$ cat src/rtl/tsm_pkg.sv
package tsm_pkg;

  // Storage geometry
  localparam int MAX_LEN = 1024;
  localparam int IDX_W   = $clog2(MAX_LEN);
  localparam int CNT_W   = $clog2(MAX_LEN + 1);
  localparam int DATA_W  = 32;

  // Configuration port
  localparam int LEN_W   = 11;
  localparam int ADDR_W  = 2;
  localparam int PDATA_W = 32;
  localparam logic [ADDR_W-1:0] REG_LIST_LENGTH   = ADDR_W'(0);
  localparam logic [LEN_W-1:0]  LIST_LENGTH_RESET = 11'd1024;

  // Input item kinds
  localparam logic [1:0] KIND_LOAD_FIRST  = 2'd0;
  localparam logic [1:0] KIND_LOAD_SECOND = 2'd1;
  localparam logic [1:0] KIND_FETCH       = 2'd2;

  // Result status codes
  localparam logic STATUS_OK        = 1'b0;
  localparam logic STATUS_NOT_READY = 1'b1;

  typedef enum logic {
    S_IDLE,
    S_EMIT
  } state_t;

  typedef enum logic [1:0] {
    FETCH_NOT_READY,
    FETCH_EXHAUSTED,
    FETCH_MERGE
  } fetch_t;

  typedef struct packed {
    logic signed [DATA_W-1:0] value;
    logic                     last;
    logic                     status;
  } result_t;

endpackage

$ cat src/rtl/tsm_cfg.sv
module tsm_cfg (
  input  logic                          clk,
  input  logic                          rst,
  input  logic                          psel,
  input  logic                          penable,
  input  logic                          pwrite,
  input  logic [tsm_pkg::ADDR_W-1:0]    paddr,
  input  logic [tsm_pkg::PDATA_W-1:0]   pwdata,
  output logic [tsm_pkg::PDATA_W-1:0]   prdata,
  output logic                          pready,
  output logic [tsm_pkg::CNT_W-1:0]     eff_len
);

  logic [tsm_pkg::LEN_W-1:0] list_length;

  always_ff @(posedge clk) begin
    if (rst) begin
      list_length <= tsm_pkg::LIST_LENGTH_RESET;
    end else if (psel && penable && pwrite && pready &&
                 paddr == tsm_pkg::REG_LIST_LENGTH) begin
      list_length <= pwdata[tsm_pkg::LEN_W-1:0];
    end
  end

  assign pready = 1'b1;

  always_comb begin
    if (paddr == tsm_pkg::REG_LIST_LENGTH) begin
      prdata = tsm_pkg::PDATA_W'(list_length);
    end else begin
      prdata = '0;
    end
  end

  // Zero acts as one, anything above the store depth acts as the depth
  always_comb begin
    if (list_length == '0) begin
      eff_len = tsm_pkg::CNT_W'(1);
    end else if (int'(list_length) > tsm_pkg::MAX_LEN) begin
      eff_len = tsm_pkg::CNT_W'(tsm_pkg::MAX_LEN);
    end else begin
      eff_len = tsm_pkg::CNT_W'(list_length);
    end
  end

endmodule

$ cat config.mk
export PLATFORM = sky130hd
export DESIGN_NAME = tsm_cfg
export DESIGN_NICKNAME = d
export VERILOG_FILES = /design/src/rtl/tsm_pkg.sv /design/src/rtl/tsm_cfg.sv
export SDC_FILE = /design/constraint.sdc
export NUM_CORES = 1
export LEC_CHECK = 0
export ABC_AREA = 1
export BUFFER_PORTS_ARGS = -buffer_cell sky130_fd_sc_hd__buf_2
export CAP_MARGIN = 20
export CELL_PAD_IN_SITES_DETAIL_PLACEMENT = 0
export CELL_PAD_IN_SITES_GLOBAL_PLACEMENT = 1
export CORE_ASPECT_RATIO = 0.7
export CORE_UTILIZATION = 22
export DETAILED_ROUTE_END_ITERATION = 7
export PLACE_DENSITY_LB_ADDON = 0.1
export REMOVE_ABC_BUFFERS = 1
export SYNTH_ARGS = -nofsm -noshare
export SYNTH_HDL_FRONTEND = slang
export SYNTH_SLANG_ARGS = --single-unit
$ cat constraint.sdc
create_clock -name clk -period 1.8 [get_ports clk]
set_input_delay 0.36 -clock clk [delete_from_list [all_inputs] [get_ports clk]]
set_output_delay 0.36 -clock clk [all_outputs]
set_load 0.02 [all_outputs]
==> run_results.csv <==
group,metric,value,unit
yosys,yosysSeqAreaShare,28.85,%
hold_path,hp-class,"input port to flip-flop",
sta,period_share,90.59,%
yosys,netlist_area,763.2,µm²
power_and_ir_drop,power.density,660.2,nW/µm²
yosys,synth_edf_count,0,
sta,whs,328.1,ps
flow_run,maxCapViolations,0,
final_layout,largest_reg_flops,11,
clocking,cts_buffers,3,
sta,rsz0062_at_grt,"no",
detailed_routing,highest_layer,"met3",
place,io_buffers,39,
detailed_routing,antenna_left,0,
yosys,yosys.area.top_type,"dfxtp_1",
place,dp_hpwl,1415,µm
power_and_ir_drop,irDropWorstVdd,0.3173,mV
clocking,cts_tree,"done",
final_layout,syn2layout_area_growth,23.77,%
clocking,clk_latency,230,ps
grt,grt_antenna_before_repair,0,
yosys,synthArstFlopShare,0,%
clocking,clock-sinks,11,
sta,maxSlewViolCount,0,
sta,fmax,613.3,MHz
clocking,clockRootBuffer,"clkbuf_8",
yosys,synth-seq-cells,11,
grt,grt_pass1_wl,2622,µm
floorplanning,initial_core_util,23.61,%
status,status,"completed",
final_layout,nets,198,
final_layout,top_regs,"list_length x11",
worst_setup_path,worstPathRequired,1440,ps
yosys,synth.most_common_cell,"nor2_1",
floorplanning,die-area,3713,µm²
power_and_ir_drop,p_leak,0.5162,nW
worst_setup_path,cp-start-kind,"flip-flop",
grt,grt_overflow_total,0,
detailed_routing,met2_length,605,µm
worst_setup_path,critPathCaptureType,"primary output",
grt,grt_max_degree,13,
floorplanning,die_h,51.28,µm
worst_setup_path,critPathKind,"flip-flop to primary output",
clocking,cts.htree.levels,1,
final_layout,regMostFlops,"list_length",
yosys,avgSynthCellArea,6.256,µm²
final_layout,diodes,0,
yosys,ys.flop_type,"dfxtp_1",
floorplanning,row_count,17,
yosys,synth_commonest_cells,"nor2_1, buf_4, inv_1",
sta,hold_viol,0,
detailed_routing,first_pass_iters,4,
clocking,clkSlewWorstSetupHoldPaths,50,ps
worst_setup_path,cp_max_fo,9,
yosys,yosys_warnings,0,
grt,track_usage,9.645,%
detailed_routing,drt-initial-drc-count,13,
detailed_routing,vias,703,
floorplanning,core_area,3233,µm²
yosys,syn-instance-count,122,
clocking,ctsLongestPathBuffers,2,
floorplanning,boundaryPins,83,
detailed_routing,drt_wl_total,1768,µm
sta,final-setup-viol-count,0,
worst_setup_path,arrival,1270,ps
place,place.gp.congestion,0.7075,
detailed_routing,met3WireLength,168,µm
floorplanning,chipWidth,72.40,µm
detailed_routing,wl_met1,994,µm
detailed_routing,vias_per_cell,3.429,
yosys,synth_area_leaders,"dfxtp_1, nor2_1, buf_4, inv_1, o21ai_0",
sta,finalSetupTns,0,ps
final_layout,drive_above_1_share,29.75,%
grt,grt_pass1_vias,549,
detailed_routing,wl_per_cell,8.624,µm
yosys,synth_top_area_share,28.85,%
detailed_routing,drc_errors,0,
yosys,synth_cell_types,15,
sta,skew,0,ps
sta,period_needed,1631,ps
[worst max-delay path, cell delays in order (launching register included)]
cell     delay (ps)
dfxtp_1         340
nor2_1          110
nand3_1          90
nor2_2          160
nor2_4           80
nor2_1           80
buf_2           170
[path summary, 6_finish.rpt]
kind	start	to	slack, ps	cells after the start
hold reg to reg	list_length[1]$_SDFFE_PP0P_	list_length[1]$_SDFFE_PP0P_	500	2
setup / recovery	list_length[7]$_SDFFE_PP0P_	eff_len[3]	170	6
hold / removal	pwdata[10]	list_length[10]$_SDFFE_PP1P_	330	3
setup reg to reg	list_length[7]$_SDFFE_PP0P_	list_length[7]$_SDFFE_PP0P_	1170	2
[cell type report]
type | instances | area, µm²
fill | 400 | 2288
multi-input combinational | 89 | 369.1
sequential | 11 | 220.2
timing repair buffer | 39 | 195.2
tap | 47 | 58.81
inverter | 15 | 56.30
clock buffer | 4 | 45.04
[placed cells by master (no fill, tap or decap)]
cell type  instances
buf_2             39
clkbuf_1           1
clkbuf_8           3
conb_1            22
dfxtp_1           11
inv_1             14
inv_2              1
nand2_1            6
nand3_1            3
nand3_2            1
nor2_1            44
nor2_2             2
nor2_4             1
o21ai_0            7
o21ai_1            3
[metal layers]
layer	global-route usage (%)	vias to the layer above
li1	-	388
met1	14.07	275
met2	13.40	40
met3	3.945	0
met4	0.9804	0
met5	0	-
[what timing repair did]
item	in CTS	in global routing
hold buffers	0	0
setup endpoints to repair	0	6
buffers inserted	0	0
resized for setup	0	2
[report_power, final]
group	switching [mW]	internal (mW)	leakage (nW)
combinational	0.0945	0.0339	0.404
clock	0.0859	0.155	0.0228
sequential	0.00487	0.250	0.0891
[through the flow]
step	cells	cell area, µm²	setup slack [ps]	utilization [%]	power, mW
detailed placement	201	892.1	333.7	27.59	0.3839
CTS	205	937.1	61.20	28.99	0.6299
finish	205	944.7	169.4	29.22	0.6236
global route	205	944.7	57.88	29.22	0.6586
global placement	201	892.1	369.1	27.59	0.3825
floorplan	115	638.1	450.8	-	0.3474
[kinds of logic after synthesis]
group	synth area share, %
other	0.9840
AO/OA/AOI/OAI	6.556
buffers and inverters	33.61
AND/OR/NAND/NOR	30.00
flip-flops	28.85
No activity file was read; power rests on OpenSTA's default activity.
