**src/rtl/tsm_pkg.sv**
```systemverilog
package tsm_pkg;

  // Storage geometry
  localparam int MAX_LEN = 1024;
  localparam int IDX_W   = $clog2(MAX_LEN);
  localparam int CNT_W   = $clog2(MAX_LEN + 1);
  localparam int DATA_W  = 32;

  // Configuration port
  localparam int LEN_W   = 11;
  localparam int ADDR_W  = 2;
  localparam int PDATA_W = 32;
  localparam logic [ADDR_W-1:0] REG_LIST_LENGTH   = ADDR_W'(0);
  localparam logic [LEN_W-1:0]  LIST_LENGTH_RESET = 11'd1024;

  // Input item kinds
  localparam logic [1:0] KIND_LOAD_FIRST  = 2'd0;
  localparam logic [1:0] KIND_LOAD_SECOND = 2'd1;
  localparam logic [1:0] KIND_FETCH       = 2'd2;

  // Result status codes
  localparam logic STATUS_OK        = 1'b0;
  localparam logic STATUS_NOT_READY = 1'b1;

  typedef enum logic {
    S_IDLE,
    S_EMIT
  } state_t;

  typedef enum logic [1:0] {
    FETCH_NOT_READY,
    FETCH_EXHAUSTED,
    FETCH_MERGE
  } fetch_t;

  typedef struct packed {
    logic signed [DATA_W-1:0] value;
    logic                     last;
    logic                     status;
  } result_t;

endpackage

```
**src/rtl/tsm_out_reg.sv**
```systemverilog
module tsm_out_reg (
  input  logic                               clk,
  input  logic                               rst,
  input  logic                               res_push,
  input  tsm_pkg::result_t                   res,
  output logic                               res_free,
  output logic                               out_valid,
  input  logic                               out_stall,
  output logic signed [tsm_pkg::DATA_W-1:0]  merged_value,
  output logic                               last_of_merge,
  output logic                               status
);

  tsm_pkg::result_t held;

  assign res_free = !out_valid || !out_stall;

  always_ff @(posedge clk) begin
    if (rst) begin
      out_valid <= 1'b0;
    end else if (res_free) begin
      out_valid <= res_push;
    end
  end

  always_ff @(posedge clk) begin
    if (res_push && res_free) begin
      held <= res;
    end
  end

  assign merged_value  = held.value;
  assign last_of_merge = held.last;
  assign status        = held.status;

endmodule

```
**config.mk**
```make
export PLATFORM = sky130hd
export DESIGN_NAME = tsm_out_reg
export DESIGN_NICKNAME = d
export VERILOG_FILES = /design/src/rtl/tsm_pkg.sv /design/src/rtl/tsm_out_reg.sv
export SDC_FILE = /design/constraint.sdc
export NUM_CORES = 1
export LEC_CHECK = 0
export ABC_CLOCK_PERIOD_IN_PS = 1900
export BUFFER_PORTS_ARGS = -buffer_cell sky130_fd_sc_hd__buf_2
export CORE_MARGIN = 3
export CORE_UTILIZATION = 25
export CTS_CLUSTER_SIZE = 14
export DETAILED_ROUTE_END_ITERATION = 8
export SYNTH_ARGS = -nofsm -noshare
export SYNTH_HDL_FRONTEND = slang
export SYNTH_SLANG_ARGS = --single-unit
```
**constraint.sdc**
```tcl
create_clock -name clk -period 1.9 [get_ports clk]
set_input_delay 0 -clock clk [delete_from_list [all_inputs] [get_ports clk]]
set_output_delay 0 -clock clk [all_outputs]
set_load 0.05 [all_outputs]
```
==> impl_metrics.prom, run 1 <==
# TYPE chip_impl_metric gauge
chip_impl_info{name="status",value="completed"} 1
chip_impl_metric{name="worst_clock_skew",unit="ns"} 0.00501
chip_impl_metric{name="die_y",unit="um"} 71.1
chip_impl_metric{name="cts-root-to-sink-buffers",unit=""} 2
chip_impl_metric{name="timing.reg2reg.worst_path_depth",unit=""} 3
chip_impl_metric{name="report.final.setup_viol",unit=""} 0
chip_impl_metric{name="design.portCount",unit=""} 74
chip_impl_metric{name="synth.distinct_cells",unit=""} 6
chip_impl_metric{name="synth.ff_latch_count",unit=""} 35
chip_impl_metric{name="slew_at_the_pin_with_the_worst_max_slew_slack",unit="ns"} 0.264
chip_impl_info{name="crit_chain",value="nand2_2 > and2_2 > buf_12"} 1
chip_impl_metric{name="synthesis.yosys.warnings",unit=""} 0
chip_impl_info{name="ys_top_cells_by_area",value="sky130_fd_sc_hd__edfxtp_1, sky130_fd_sc_hd__dfxtp_1, sky130_fd_sc_hd__and2_1"} 1
chip_impl_metric{name="floorplan.initialDensity",unit="%"} 26.1
chip_impl_metric{name="vias_per_cell",unit=""} 3.91
chip_impl_info{name="grt_setup_unrepaired",value="false"} 1
chip_impl_metric{name="grt.overflow.total",unit=""} 0
chip_impl_metric{name="synth_cells",unit=""} 39
chip_impl_metric{name="timing.critical_path.slowest_cell_delay",unit="ns"} 0.33
chip_impl_metric{name="worstHoldPathCells",unit=""} 2
chip_impl_metric{name="critical_path_arrival",unit="ns"} 1.18
chip_impl_info{name="worstSetupPathType",value="reg -> reg"} 1
chip_impl_metric{name="core.rowCount",unit=""} 23
chip_impl_info{name="min_delay_path_class",value="in -> reg"} 1
chip_impl_metric{name="ys_seq_area_share",unit="%"} 98.2
chip_impl_metric{name="clkLatencyLatePin",unit="ns"} 0.27
chip_impl_metric{name="final_nets",unit=""} 194
chip_impl_metric{name="fin_crit_sh",unit="%"} 63.4
chip_impl_metric{name="synth_area_per_cell",unit="um2"} 27.2
chip_impl_metric{name="drtPass1Iterations",unit=""} 4
chip_impl_metric{name="cp_max_fo",unit=""} 27
chip_impl_metric{name="dr.first_iter.drc_count",unit=""} 24
chip_impl_metric{name="share_of_yosys_cell_area_claimed_by_the_top_area_cell_type",unit="%"} 96.3
chip_impl_metric{name="syn_to_final_growth",unit="%"} 84.3
chip_impl_metric{name="cell_area_after_synthesis",unit="mm2"} 0.00106
chip_impl_metric{name="dieWidth",unit="um"} 71.1
chip_impl_metric{name="cts_htree_levels",unit=""} 2
chip_impl_metric{name="utilization",unit="%"} 48.1
chip_impl_metric{name="crit_required",unit="ns"} 1.87
chip_impl_metric{name="gp_congestion",unit=""} 0.650
chip_impl_info{name="synthDominantAreaCellType",value="sky130_fd_sc_hd__edfxtp_1"} 1
chip_impl_metric{name="dr_total_vias",unit=""} 809
chip_impl_metric{name="detail-route-antenna-nets",unit=""} 0
chip_impl_metric{name="grt_pass1_vias",unit=""} 854
chip_impl_metric{name="grt.total_usage",unit="%"} 10.2
chip_impl_metric{name="core",unit="mm2"} 0.00406
chip_impl_metric{name="timing.final.hold_violations",unit=""} 0
chip_impl_info{name="critPathCaptureType",value="register"} 1
chip_impl_metric{name="drv_cap",unit=""} 0
chip_impl_metric{name="cts_inserted_buffers",unit=""} 5
chip_impl_metric{name="grt_first_pass_wirelength",unit="mm"} 3.78
chip_impl_metric{name="cellPowerDensity",unit="mW/mm2"} 882
chip_impl_metric{name="final.min_clock_period",unit="ns"} 1.20
chip_impl_metric{name="detail_route.drc_violations",unit=""} 0
chip_impl_metric{name="dpl.hpwl",unit="mm"} 1.72
chip_impl_metric{name="fmax",unit="MHz"} 830
chip_impl_info{name="tritoncts",value="built"} 1
chip_impl_info{name="cts_root_buf",value="sky130_fd_sc_hd__clkbuf_8"} 1
chip_impl_metric{name="postSynthNetCount",unit=""} 77
chip_impl_metric{name="placement.io_buffers",unit=""} 73
chip_impl_metric{name="clkTransAtPathRegs",unit="ns"} 0.06
chip_impl_info{name="critPathSlowestCell",value="sky130_fd_sc_hd__dfxtp_1"} 1
chip_impl_metric{name="fin_max_slew_vios",unit=""} 0
chip_impl_metric{name="peakVddDrop",unit="mV"} 0.423
chip_impl_metric{name="number_of_antenna_diodes",unit=""} 0
chip_impl_info{name="worst_setup_path_start_kind",value="register"} 1
chip_impl_metric{name="power_leakage",unit="nW"} 0.835
chip_impl_metric{name="drive_gt1_share",unit="%"} 52.2
chip_impl_metric{name="wl_per_cell",unit="um"} 11.7
chip_impl_metric{name="initial_antenna_violation_count",unit=""} 0
chip_impl_metric{name="max_slew_margin",unit="%"} 82.5
chip_impl_metric{name="timing.reg2reg.setup_slack",unit="ns"} 0.70
chip_impl_metric{name="design.die.area",unit="mm2"} 0.00506
chip_impl_metric{name="fin_tns_setup",unit="ns"} 0
chip_impl_metric{name="routed_wl",unit="mm"} 2.41
chip_impl_metric{name="pin_count_of_the_biggest_net_entering_global_routing",unit=""} 28
chip_impl_metric{name="clkSinkCount",unit=""} 35
[cell usage in the layout (no fill, tap or decap), drive strengths merged]
master       count
nor2             1
nand2            1
edfxtp          34
and2             1
dlygate4sd3     36
a21oi            1
clkinv           1
clkbuf           7
dfxtp            1
buf             74
[metal layers]
metal	global-route usage (%)	vias to the layer above	share of wire, %
met5	0	-	0
met4	3.76	0	0.79
met3	5.54	4	9.6
met2	17.9	45	56
met1	10.0	373	34
li1	-	387	-
[synth_stat cells]
master,instances
sky130_fd_sc_hd__dfxtp_1,1
sky130_fd_sc_hd__nand2_1,1
sky130_fd_sc_hd__and2_1,1
sky130_fd_sc_hd__edfxtp_1,34
sky130_fd_sc_hd__nor2_1,1
sky130_fd_sc_hd__a21oi_1,1
[kinds of logic after synthesis]
family	count (synthesis)	synth area share, %
AOI/OAI and AO/OA	1	0.472
DFF	35	98.2
and+or+nand+nor	3	1.30
[sequential cells by signal, summed over array words and instances (netlist names)]
| name | cells |
|---|---|
| merged_value | 32 |
| status | 1 |
| last_of_merge | 1 |
| out_valid | 1 |
[through the flow]
| stage | std cells | setup slack [ns] | hold slack (ns) | instance area (um2) | power, mW |
|---|---|---|---|---|---|
| finish | 207 | 0.695 | 0.250 | 1950 | 1.72 |
| global route | 207 | 0.655 | 0.239 | 1950 | 1.81 |
| detailed placement | 163 | 0.710 | 0.178 | 1510 | 1.19 |
| CTS | 207 | 0.689 | 0.235 | 1950 | 1.75 |
| global placement | 163 | 0.745 | 0.157 | 1510 | 1.19 |
| floorplan | 39 | 0.134 | 0.0724 | 1060 | 1.10 |
[where the power goes]
part	internal (mW)	switching, mW
sequential	0.900	0.00957
clock	0.257	0.235
combinational	0.111	0.210
total	1.27	0.455
[worst max-delay path, delay by kind of cell, from the launching register on]
family | cells | cell delay (ns)
and+or+nand+nor | 2 | 0.34
DFF | 1 | 0.33
buffers and inverters | 1 | 0.23
[worst paths after layout]
path	from	end
worst max-delay path	out_valid	merged_value[23]
worst min-delay path	res_push	merged_value[14]
worst max register to register	out_valid	merged_value[23]
worst min register to register	out_valid	merged_value[14]
[layout make-up]
class | instances | area (um2)
well taps | 50 | 62.6
flip-flops and latches | 35 | 1040
clock buffers | 7 | 76.3
clock inverters | 1 | 5.00
multi-input cells | 4 | 22.5
fillers | 377 | 2100
repair buffers | 110 | 746
[timing repair]
action | CTS | global route
endpoints found under the hold margin | 35 | 0
resized for setup | 0 | 0
buffers inserted | 0 | 0
hold buffers | 36 | 0
(Power assumes the default switching activity.)
==> run 2, diff against run 1 <==
- ABC_CLOCK_PERIOD_IN_PS: 1900 -> 1000
- clock period: 1.9 -> 1 ns (I/O delays scaled with it)
==> run 2 against run 1 <==
Effect of this change:
- register-to-register slack got worse by 0.75 ns
- sequential share of layout area fell by 0.95 points
- final cell count rose by 0.48%
- power rose by 93%
- first-iteration DRC count fell by 58%
- via count rose by 0.25%
- clock skew rose by 0.0023 ns
- the run now ends with negative setup slack left
- largest cell class unchanged
- largest power group unchanged
==> impl_metrics.prom, run 2 (synthesis gave the netlist of run 1 again) <==
# TYPE chip_impl_metric gauge
chip_impl_metric{name="fin_crit_sh",unit="%"} 105
chip_impl_metric{name="routed_wl",unit="mm"} 2.77
chip_impl_info{name="mostFrequentLayoutCells",value="sky130_fd_sc_hd__buf_2, sky130_fd_sc_hd__dlygate4sd3_1, sky130_fd_sc_hd__edfxtp_1, sky130_fd_sc_hd__clkbuf_8, sky130_fd_sc_hd__buf_12"} 1
chip_impl_metric{name="vias_per_cell",unit=""} 3.90
chip_impl_metric{name="power_leakage",unit="nW"} 0.846
chip_impl_metric{name="dr_total_vias",unit=""} 811
chip_impl_metric{name="gp_congestion",unit=""} 0.682
chip_impl_metric{name="critical_path_arrival",unit="ns"} 1.04
chip_impl_metric{name="initial_antenna_violation_count",unit=""} 0
chip_impl_metric{name="dieWidth",unit="um"} 71.1
chip_impl_metric{name="fillerInstances",unit=""} 338
chip_impl_metric{name="dr.first_iter.drc_count",unit=""} 10
chip_impl_metric{name="wl_per_cell",unit="um"} 13.3
chip_impl_metric{name="report.final.setup_viol",unit=""} 34
chip_impl_metric{name="detail-route-antenna-nets",unit=""} 0
chip_impl_metric{name="fmax",unit="MHz"} 952
chip_impl_info{name="route.top_layer_used",value="met4"} 1
chip_impl_metric{name="pre_cts_slack",unit="ns"} -0.0350
chip_impl_metric{name="timing.final.hold_violations",unit=""} 0
chip_impl_metric{name="worst_hold_slack",unit="ns"} 0.0824
chip_impl_metric{name="met3_length",unit="um"} 366
chip_impl_metric{name="cts_htree_levels",unit=""} 2
chip_impl_metric{name="core",unit="mm2"} 0.00406
chip_impl_metric{name="max_slew_margin",unit="%"} 82.7
chip_impl_metric{name="dr_wl_met2",unit="mm"} 1.34
chip_impl_info{name="critPathCaptureType",value="register"} 1
chip_impl_metric{name="timing.reg2reg.worst_path_depth",unit=""} 3
chip_impl_metric{name="detail_route.drc_violations",unit=""} 0
chip_impl_metric{name="clkSinkCount",unit=""} 35
chip_impl_metric{name="placed_instances",unit=""} 164
chip_impl_metric{name="cp_max_fo",unit=""} 18
chip_impl_metric{name="drv_cap",unit=""} 0
chip_impl_metric{name="floorplan.initialDensity",unit="%"} 26.1
chip_impl_metric{name="core.rowCount",unit=""} 23
chip_impl_metric{name="ctsResizeCount",unit=""} 0
chip_impl_metric{name="clkTransAtPathRegs",unit="ns"} 0.07
chip_impl_metric{name="grt_pass1_vias",unit=""} 933
chip_impl_metric{name="grt.total_usage",unit="%"} 11.5
chip_impl_metric{name="pnr_worst_setup_slack",unit="ns"} -0.0500
chip_impl_metric{name="fin_max_slew_vios",unit=""} 0
chip_impl_info{name="status",value="finished with violations"} 1
chip_impl_metric{name="crit_required",unit="ns"} 0.99
chip_impl_metric{name="worstHoldPathCells",unit=""} 3
chip_impl_metric{name="wirelength_met1",unit="mm"} 1.01
chip_impl_info{name="most_common_cell_after_layout_fill_and_taps_aside",value="sky130_fd_sc_hd__buf_2"} 1
chip_impl_metric{name="cellPowerDensity",unit="mW/mm2"} 1660
chip_impl_metric{name="die_y",unit="um"} 71.1
chip_impl_metric{name="clkLatencyLatePin",unit="ns"} 0.28
chip_impl_metric{name="fin_tns_setup",unit="ns"} -1.28
chip_impl_metric{name="design_power_total",unit="mW"} 3.32
chip_impl_info{name="crit_end",value="merged_value[6]"} 1
chip_impl_metric{name="drtPass1Iterations",unit=""} 4
chip_impl_metric{name="syn_to_final_growth",unit="%"} 88.3
chip_impl_info{name="tritoncts",value="built"} 1
chip_impl_info{name="worst_setup_path_start_kind",value="register"} 1
chip_impl_metric{name="max_ffs_per_register",unit=""} 32
chip_impl_metric{name="grt.overflow.total",unit=""} 0
chip_impl_metric{name="pin_count_of_the_biggest_net_entering_global_routing",unit=""} 19
chip_impl_metric{name="drive_gt1_share",unit="%"} 53.8
chip_impl_metric{name="design.portCount",unit=""} 74
chip_impl_info{name="cts_root_buf",value="sky130_fd_sc_hd__clkbuf_8"} 1
chip_impl_metric{name="final.min_clock_period",unit="ns"} 1.05
chip_impl_info{name="critPathLaunch",value="out_valid"} 1
chip_impl_metric{name="number_of_antenna_diodes",unit=""} 0
chip_impl_metric{name="placement.io_buffers",unit=""} 73
chip_impl_metric{name="final_nets",unit=""} 195
chip_impl_metric{name="grt_first_pass_wirelength",unit="mm"} 4.23
chip_impl_metric{name="cts_post_setup_buffers_inserted",unit=""} 0
chip_impl_info{name="worstSetupPathType",value="reg -> reg"} 1
chip_impl_info{name="rr_endpoint",value="merged_value[6]"} 1
chip_impl_metric{name="slew_at_the_pin_with_the_worst_max_slew_slack",unit="ns"} 0.261
chip_impl_info{name="grt_setup_unrepaired",value="true"} 1
chip_impl_metric{name="timing.reg2reg.setup_slack",unit="ns"} -0.05
chip_impl_metric{name="cts_inserted_buffers",unit=""} 5
chip_impl_metric{name="design.die.area",unit="mm2"} 0.00506
chip_impl_info{name="min_delay_path_class",value="in -> reg"} 1
chip_impl_info{name="violations",value="negative setup slack"} 1
chip_impl_metric{name="worst_clock_skew",unit="ns"} 0.00732
chip_impl_metric{name="cts-root-to-sink-buffers",unit=""} 2
chip_impl_info{name="worst_r2r_startpoint",value="out_valid"} 1
chip_impl_metric{name="finish.cell_count_without_fillers",unit=""} 208
chip_impl_metric{name="peakVddDrop",unit="mV"} 1.07
run 2: cell count changes in the layout (fill, tap and decap cells not counted):
cell	delta
sky130_fd_sc_hd__and2_2	-1
sky130_fd_sc_hd__and2_4	+1
sky130_fd_sc_hd__buf_12	+1
sky130_fd_sc_hd__clkbuf_1	-1
sky130_fd_sc_hd__clkinvlp_4	+1
sky130_fd_sc_hd__dfxtp_1	-1
sky130_fd_sc_hd__dfxtp_4	+1
sky130_fd_sc_hd__nand2_2	-1
sky130_fd_sc_hd__nand2_8	+1
run 2: power by group:
part           switching, mW  internal, mW
clock network          0.469         0.486
logic                  0.408         0.224
registers             0.0245          1.71
run 2: per-layer routing:
layer | vias to the layer above | GRT usage (%)
met5 | - | 0
met4 | 0 | 5.64
met3 | 8 | 7.10
met2 | 60 | 18.7
met1 | 354 | 11.4
li1 | 389 | -
run 2: area by class of cell:
class | instances | area, um2 | area share (%)
Sequential cell | 35 | 1040 | 52.4
Timing Repair Buffer | 111 | 766 | 38.4
Clock buffer | 6 | 72.6 | 3.64
Tap cell | 50 | 62.6 | 3.13
Multi-Input combinational cell | 4 | 37.5 | 1.88
Clock inverter | 2 | 12.5 | 0.627
run 2: repair_timing:
item                       in CTS  in global routing
hold buffers                   36                  0
pin swaps                       0                  0
hold endpoints to repair       35                  0
cloned                          0                  0
setup endpoints to repair      34                 34
run 2: worst min-delay path by stage:
stage               slack [ns]         to  startpoint
floorplan                 0.06  out_valid         rst
global placement          0.15  out_valid         rst
detailed placement        0.15  out_valid         rst
CTS                       0.04  out_valid   out_stall
global route              0.12  out_valid   out_stall
finish                    0.08  out_valid   out_stall
run 2: stage by stage:
step	area (um2)	utilization (%)
after CTS	2000	49.2
after detailed placement	1550	38.2
final	2000	49.2
after global routing	2000	49.2
after floorplan	1080	-
after global placement	1550	38.2
run 2: critical path, stage by stage (launching register included):
cell                      delay, ns
sky130_fd_sc_hd__dfxtp_4       0.37
sky130_fd_sc_hd__nand2_8       0.06
sky130_fd_sc_hd__and2_4        0.16
sky130_fd_sc_hd__buf_12        0.16
